**src/rtl/ppts_pkg.sv**
```systemverilog
// ppts_pkg: shared types and codes for the priority periodic task scheduler
// item and result structs, task table entry layout, item kinds, unit ops
// no dependencies
package ppts_pkg;

  localparam int SLOT_W = 4;

  localparam logic [1:0] KIND_ADD  = 2'd0;
  localparam logic [1:0] KIND_TICK = 2'd1;
  localparam logic [1:0] KIND_DISP = 2'd2;

  localparam logic [1:0] OP_TICK = 2'd0;
  localparam logic [1:0] OP_PICK = 2'd1;
  localparam logic [1:0] OP_TAKE = 2'd2;

  typedef struct packed {
    logic [1:0]  kind;
    logic [15:0] period;
    logic [7:0]  urgency;
  } req_t;

  typedef struct packed {
    logic              granted;
    logic [SLOT_W-1:0] slot;
    logic              accepted;
  } rsp_t;

  typedef struct packed {
    logic [15:0] reload;
    logic [7:0]  rank;
    logic [15:0] countdown;
    logic [7:0]  pending;
  } entry_t;

  typedef struct packed {
    entry_t upd;
    logic   better;
  } unit_res_t;

endpackage

```
**src/rtl/ppts_table.sv**
```systemverilog
// ppts_table: task table memory, one write port and one registered read port
// depends on ppts_pkg for the entry layout
module ppts_table
  import ppts_pkg::*;
#(
  parameter int DEPTH = 16,
  parameter int IDX_W = 4
) (
  input  logic             clk,
  input  logic             wr_en,
  input  logic [IDX_W-1:0] wr_addr,
  input  entry_t           wr_data,
  input  logic             rd_en,
  input  logic [IDX_W-1:0] rd_addr,
  output entry_t           rd_data
);

  entry_t mem [DEPTH];

  always_ff @(posedge clk) begin
    if (wr_en) begin
      mem[wr_addr] <= wr_data;
    end
  end

  always_ff @(posedge clk) begin
    if (rd_en) begin
      rd_data <= mem[rd_addr];
    end
  end

endmodule

```
**src/rtl/ppts_unit.sv**
```systemverilog
// ppts_unit: shared update and compare unit used once per table entry
// countdown step for ticks, rank compare for dispatch, pending take on grant
// depends on ppts_pkg
module ppts_unit
  import ppts_pkg::*;
(
  input  logic [1:0] op,
  input  entry_t     entry,
  input  logic       found,
  input  logic [7:0] best_rank,
  output unit_res_t  res
);

  logic [15:0] cd_dec;
  logic [7:0]  pend_inc;

  assign cd_dec   = entry.countdown - 16'd1;
  assign pend_inc = (entry.pending != 8'hFF) ? entry.pending + 8'd1 : entry.pending;

  always_comb begin
    res.upd    = entry;
    res.better = 1'b0;
    case (op)
      OP_TICK: begin
        if (entry.reload != 16'd0) begin
          if (cd_dec == 16'd0) begin
            res.upd.countdown = entry.reload;
            res.upd.pending   = pend_inc;
          end else begin
            res.upd.countdown = cd_dec;
          end
        end else if (entry.countdown != 16'd0) begin
          res.upd.countdown = cd_dec;
          if (cd_dec == 16'd0) begin
            res.upd.pending = pend_inc;
          end
        end
      end
      OP_PICK: begin
        res.better = (entry.pending != 8'd0) && (!found || (best_rank > entry.rank));
      end
      OP_TAKE: begin
        res.upd.pending = entry.pending - 8'd1;
      end
      default: begin
        res.upd = entry;
      end
    endcase
  end

endmodule

```
**src/rtl/priority_periodic_task_scheduler.sv**
```systemverilog
// priority_periodic_task_scheduler: task table with add, tick and dispatch
// result path: add goes straight to done; tick and dispatch scan the n stored tasks, n = tasks,
// then a dispatch grant passes the take state, and a scan with no tasks stored reads no entry
// throughput: one item at a time, next item taken from the cycle a result is offered;
// the table scan reads one entry per cycle from one port, a held result stalls the next one
// reset: control state and task count cleared, table contents left undefined
// depends on ppts_pkg, ppts_table, ppts_unit
module priority_periodic_task_scheduler
  import ppts_pkg::*;
#(
  parameter int TASK_SLOTS = 16
) (
  input  logic clk,
  input  logic rst,
  input  logic req_valid,
  output logic req_ready,
  input  req_t req,
  output logic rsp_valid,
  input  logic rsp_ready,
  output rsp_t rsp
);

  localparam int IDX_W = (TASK_SLOTS > 1) ? $clog2(TASK_SLOTS) : 1;
  localparam int CNT_W = $clog2(TASK_SLOTS + 1);
  localparam logic [CNT_W-1:0] SLOTS_C = CNT_W'(TASK_SLOTS);

  localparam logic [1:0] ST_IDLE = 2'd0;
  localparam logic [1:0] ST_SCAN = 2'd1;
  localparam logic [1:0] ST_TAKE = 2'd2;
  localparam logic [1:0] ST_DONE = 2'd3;

  logic [1:0]       state;
  logic [CNT_W-1:0] used;
  logic [1:0]       op_kind;
  logic [CNT_W-1:0] scan_cnt;
  logic             rd_valid;
  logic [IDX_W-1:0] rd_addr_q;
  logic             found;
  logic [IDX_W-1:0] best_idx;
  entry_t           best;
  rsp_t             res;

  logic             accept;
  logic             add_ok;
  logic             rsp_load;
  logic             rd_en;
  logic [IDX_W-1:0] rd_addr;
  entry_t           rd_data;
  logic             wr_en;
  logic [IDX_W-1:0] wr_addr;
  entry_t           wr_data;
  logic [1:0]       unit_op;
  entry_t           unit_in;
  unit_res_t        unit_out;
  logic [IDX_W+3:0] used_ext;
  logic [IDX_W+3:0] best_ext;

  assign req_ready = (state == ST_IDLE);
  assign accept    = req_valid && req_ready;
  assign add_ok    = accept && (req.kind == KIND_ADD) && (used < SLOTS_C);
  assign rsp_load  = (state == ST_DONE) && (!rsp_valid || rsp_ready);
  assign used_ext  = {4'b0, used[IDX_W-1:0]};
  assign best_ext  = {4'b0, best_idx};

  assign rd_en   = (state == ST_SCAN) && (scan_cnt < used);
  assign rd_addr = scan_cnt[IDX_W-1:0];

  assign unit_op = (state == ST_TAKE) ? OP_TAKE :
                   (op_kind == KIND_TICK) ? OP_TICK : OP_PICK;
  assign unit_in = (state == ST_TAKE) ? best : rd_data;

  always_comb begin
    wr_en   = 1'b0;
    wr_addr = rd_addr_q;
    wr_data = unit_out.upd;
    if (add_ok) begin
      wr_en   = 1'b1;
      wr_addr = used[IDX_W-1:0];
      wr_data = '{reload: req.period, rank: req.urgency, countdown: 16'd1, pending: 8'd1};
    end else if (state == ST_SCAN && rd_valid && op_kind == KIND_TICK) begin
      wr_en = 1'b1;
    end else if (state == ST_TAKE) begin
      wr_en   = 1'b1;
      wr_addr = best_idx;
    end
  end

  ppts_table #(
    .DEPTH (TASK_SLOTS),
    .IDX_W (IDX_W)
  ) u_table (
    .clk     (clk),
    .wr_en   (wr_en),
    .wr_addr (wr_addr),
    .wr_data (wr_data),
    .rd_en   (rd_en),
    .rd_addr (rd_addr),
    .rd_data (rd_data)
  );

  ppts_unit u_unit (
    .op        (unit_op),
    .entry     (unit_in),
    .found     (found),
    .best_rank (best.rank),
    .res       (unit_out)
  );

  always_ff @(posedge clk) begin
    if (rst) begin
      state     <= ST_IDLE;
      used      <= '0;
      scan_cnt  <= '0;
      rd_valid  <= 1'b0;
      found     <= 1'b0;
      rsp_valid <= 1'b0;
    end else begin
      rd_valid <= rd_en;
      if (rsp_load) begin
        rsp_valid <= 1'b1;
      end else if (rsp_ready) begin
        rsp_valid <= 1'b0;
      end
      case (state)
        ST_IDLE: begin
          if (accept) begin
            op_kind  <= req.kind;
            scan_cnt <= '0;
            found    <= 1'b0;
            if (req.kind == KIND_TICK || req.kind == KIND_DISP) begin
              state <= ST_SCAN;
            end else begin
              state <= ST_DONE;
            end
            if (add_ok) begin
              used <= used + CNT_W'(1);
              res  <= '{granted: 1'b0, slot: used_ext[3:0], accepted: 1'b1};
            end else begin
              res  <= '0;
            end
          end
        end
        ST_SCAN: begin
          if (rd_en) begin
            scan_cnt  <= scan_cnt + CNT_W'(1);
            rd_addr_q <= rd_addr;
          end
          if (rd_valid && op_kind == KIND_DISP && unit_out.better) begin
            found    <= 1'b1;
            best_idx <= rd_addr_q;
            best     <= rd_data;
          end
          if (!rd_en && !rd_valid) begin
            state <= (op_kind == KIND_DISP && found) ? ST_TAKE : ST_DONE;
          end
        end
        ST_TAKE: begin
          res   <= '{granted: 1'b1, slot: best_ext[3:0], accepted: 1'b0};
          state <= ST_DONE;
        end
        ST_DONE: begin
          if (rsp_load) begin
            rsp   <= res;
            state <= ST_IDLE;
          end
        end
        default: begin
          state <= ST_IDLE;
        end
      endcase
    end
  end

  a_used_bound: assert property (@(posedge clk) disable iff (rst) used <= SLOTS_C)
    else $error("task count beyond table size");

  a_take_found: assert property (@(posedge clk) disable iff (rst)
    state == ST_TAKE |-> found)
    else $error("grant without a pending task");

  a_rd_in_scan: assert property (@(posedge clk) disable iff (rst)
    rd_valid |-> state == ST_SCAN)
    else $error("table read data outside a scan");

  a_add_count: assert property (@(posedge clk) disable iff (rst)
    add_ok |=> used == CNT_W'($past(used) + CNT_W'(1)))
    else $error("add did not bump task count");

endmodule
```
**config.mk**
```make
export PLATFORM = sky130hd
export DESIGN_NAME = priority_periodic_task_scheduler
export DESIGN_NICKNAME = d
export VERILOG_FILES = /design/src/rtl/ppts_pkg.sv /design/src/rtl/ppts_table.sv /design/src/rtl/ppts_unit.sv /design/src/rtl/priority_periodic_task_scheduler.sv
export SDC_FILE = /design/constraint.sdc
export NUM_CORES = 1
export LEC_CHECK = 0
export ABC_AREA = 1
export ABC_CLOCK_PERIOD_IN_PS = 5240
export BUFFER_PORTS_ARGS = -buffer_cell sky130_fd_sc_hd__buf_4
export CAP_MARGIN = 20
export CORE_MARGIN = 2
export CORE_UTILIZATION = 30
export DETAILED_ROUTE_END_ITERATION = 16
export PLACE_DENSITY_LB_ADDON = 0.08
export RECOVER_POWER = 100
export SLEW_MARGIN = 5
export SYNTH_ARGS = -nofsm -noshare
export SYNTH_HDL_FRONTEND = slang
export SYNTH_SLANG_ARGS = --single-unit
export TNS_END_PERCENT = 10
```
**constraint.sdc**
```tcl
create_clock -name clk -period 5.24 [get_ports clk]
set_input_delay 0.524 -clock clk [delete_from_list [all_inputs] [get_ports clk]]
set_output_delay 0.524 -clock clk [all_outputs]
set_load 0.02 [all_outputs]
```
==> key figures <==
Drt
  • Drt wl/cell: 24.2 um
  • Remaining antenna violation count: 0
  • Vias after detailed routing: 23545
  • DRT Pass-1 Iters: 5
  • DRT iter0 DRCs: 2022
  • DRC errors left: 0
  • Final wirelength: 113000 um
  • Via/cell ratio: 5.03

Placement
  • Inst Count DP: 4477
  • Half-perimeter wire length after placement: 61300 um
  • Number of port buffers: 37
  • Area after DPL: 39700 um^2
  • Gpl congestion: 0.832

Setup path
  • R2r setup slk: 550 ps
  • Reg-to-Reg End: u_table.mem[4][21]$_DFFE_PP_
  • WP data required: 5530 ps
  • CP Max Fanout: 52
  • Element type at the critical path start: flip-flop
  • Critical path capture point type: flip-flop
  • Worst Path Arrival: 4980 ps
  • Worst R2R Start: state[0]$_SDFFE_PP0P_
  • Worst setup path class: flip-flop to flip-flop
  • Worst reg-to-reg path cell count: 14

GRT
  • Met1 usage: 24.8%
  • GRT Resource Usage Total: 17.8%
  • GRT met2 Usage: 29.1%
  • Number of global-route vias before repair: 23391
  • Largest net degree at the start of global routing: 186
  • Initial antenna violation count: 4
  • Met3 GRT Util: 2.41%
  • Busiest grt layer: met2
  • First-pass GRT wire length: 164000 um
  • Congestion Overflow GR: 0

Cells and area
  • Syn-to-layout area delta: 14.6%
  • Final Instance Count excl. Fillers: 4679
  • Share of layout cells above drive strength 1: 8.75%
  • Filler cells: 12138
  • Final net count: 3006
  • Post-Layout Inst Area: 42500 um^2

Clock tree
  • H-tree lvl count: 3
  • Clk Latency, worst-skew pair: 710 ps
  • Root Driver: clkbuf_16
  • CTS Sinks: 901
  • Max clock buf depth: 3
  • CTS clock-pin slew for the worst setup and hold paths: 60 ps
  • Num CTS Buffers: 102
  • Setup Fix Bufs, Post-CTS: 0
  • CTS resizes: 0
  • CTS tree: yes

Timing
  • Final setup vio count: 0
  • Worst slew margin: -31.8%
  • Setup Skew: 30.4 ps
  • Final hold viol count: 0
  • Achievable Freq: 0.213 GHz
  • Max Slew Vio Count: 517
  • TNS Setup: 0 ps
  • Actual slew at the worst max-slew pin: 1980 ps
  • Period utilization: 89.5%
  • Final Critical Period: 4690 ps
  • RSZ-0062 raised after global routing: false

Floorplan
  • Die Y: 356 um
  • Die width: 356 um
  • IO Pins: 38
  • Core Footprint: 123000 um^2
  • Die area: 127000 um^2
  • Rows: 129
  • Initial Utilization: 30.1%

Yosys
  • Synth cell types: 47
  • Post-synth top cells: 886 x edfxtp_1, 502 x nor2_1, 328 x nand2_1, 259 x o21ai_0, 142 x clkbuf_1
  • Post-synth net total: 2941
  • Yosys warning count: 0
  • FFs w/ async S/R, synth: 0%
  • Ys flop type: edfxtp_1
  • Most common cell in the netlist: edfxtp_1
  • Post-synth top area share: 71.7%
  • Sequential area share after synthesis: 72.5%
  • Yosys top cell by area: edfxtp_1
  • Synth area leaders: edfxtp_1 72%, nor2_1 5.1%, o21ai_0 3.5%, nand2_1 3.3%, o32ai_1 2.7%
  • Average size of a mapped cell: 12.9 um^2
  • Number of synthesized flops with an enable pin: 886
  • Yosys reg bits: 901
  • Synthesized instance count: 2888
  • Mapped cell area: 37100 um^2

Run
  • Maxcap violations: 21

Pwr
  • Leak: 13.9 nW
  • Max VDD drop: 0.240 mV
  • PD cells: 484 nW/um^2

Run status
  • Violated checks: max-capacitance violations, max-slew violations
  • Status: finished with violations

Hold path
  • HP Start: rst
  • Hold Path Sink: scan_cnt[4]$_SDFFE_PP0P_
  • Hold path cells: 2
  • Min-Delay Path Class: input pin to flip-flop
cell usage in the layout (no fill, tap or decap), drive strengths merged, types with 53 or more instances in the layout:
cell,Yosys,layout
nand2,343,343
o32ai,113,113
buf,31,56
mux2i,93,93
inv,124,126
clkinv,0,53
nand3,133,133
edfxtp,886,886
clkbuf,142,208
nor2,514,514
o221ai,79,79
o21ai,270,270
metal layers:
metal  vias up  share of wire (%)
met3       111                4.0
met5         -                  0
li1      10811                  -
met2       515                 47
met4         0                1.8
met1     12108                 47
per-stage QoR:
stage          power [mW]  setup WS (ps)  hold slack (ps)  util (%)
2_1_floorplan        12.3           39.0              400         -
3_3_place_gp         14.0            876              402      32.2
3_5_place_dp         14.1            785              405      32.2
4_1_cts              21.0            754             66.5      34.8
5_1_grt              21.6            268              117      34.5
6_report             20.6            548              142      34.5
area by class of cell:
| type | count | area (um^2) | area share [%] |
|---|---|---|---|
| antenna | 2 | 5.00 | 0.0118 |
| inverter | 124 | 474 | 1.11 |
| multi-input combinational | 1690 | 9090 | 21.4 |
| sequential | 901 | 26900 | 63.3 |
| clock buffer | 132 | 2770 | 6.51 |
| tap | 1637 | 2050 | 4.81 |
| timing repair buffer | 134 | 870 | 2.04 |
| clock inverter | 59 | 375 | 0.882 |
worst max path at each step:
stage | slack, ps | to | from
after global routing | 270 | u_table.mem[6][15]$_DFFE_PP_ | state[0]$_SDFFE_PP0P_
final | 550 | u_table.mem[4][21]$_DFFE_PP_ | state[0]$_SDFFE_PP0P_
after CTS | 750 | u_table.mem[8][18]$_DFFE_PP_ | state[0]$_SDFFE_PP0P_
after detailed placement | 780 | u_table.mem[1][18]$_DFFE_PP_ | state[0]$_SDFFE_PP0P_
after global placement | 880 | u_table.mem[0][18]$_DFFE_PP_ | state[0]$_SDFFE_PP0P_
after floorplan | 40 | best[0]$_DFFE_PP_ | state[0]$_SDFFE_PP0P_
what timing repair did:
item	in CTS	in global routing
hold buffers	2	0
setup endpoints to repair	0	0
hold endpoints to repair	2	0
state kept, by name, indices dropped and copies added, names as in the netlist, 5 cells and up:
| name | count |
|---|---|
| best | 48 |
| used | 5 |
| u_table.rd_data | 48 |
| res | 6 |
| u_table.mem | 768 |
| scan_cnt | 5 |
| rsp | 6 |
critical path: stages, from the launching register on:
cell      delay, ps
dfxtp_1         350
inv_1           160
ha_4            420
buf_12          320
mux2i_1         620
nand4_1         170
nor2_1          190
nand2_1         250
clkbuf_1        270
nor2_1          500
inv_1           210
a21oi_1         230
o21ai_1          90
o21ai_0         140
nor2_1          260
cells by family (layout without fill, tap and decap cells):
kind of cell / count (synthesis) / in the layout / share of synthesized area, %
fa+ha+maj: 23 / 23 / 0.775
buf+inv: 297 / 449 / 3.17
xor+xnor: 5 / 5 / 0.118
simple gates: 1021 / 1021 / 11.3
mux: 93 / 93 / 2.51
other cells: 0 / 2 / 0
flops: 901 / 901 / 72.5
compound gates: 548 / 548 / 9.62
report_power, final:
| part | leakage [nW] | switching [mW] | total (mW) | internal [mW] |
|---|---|---|---|---|
| logic | 4.19 | 3.26 | 4.31 | 1.05 |
| clock network | 1.55 | 2.87 | 6.77 | 3.90 |
| registers | 8.11 | 0.192 | 9.52 | 9.32 |
(Power assumes the default switching activity.)
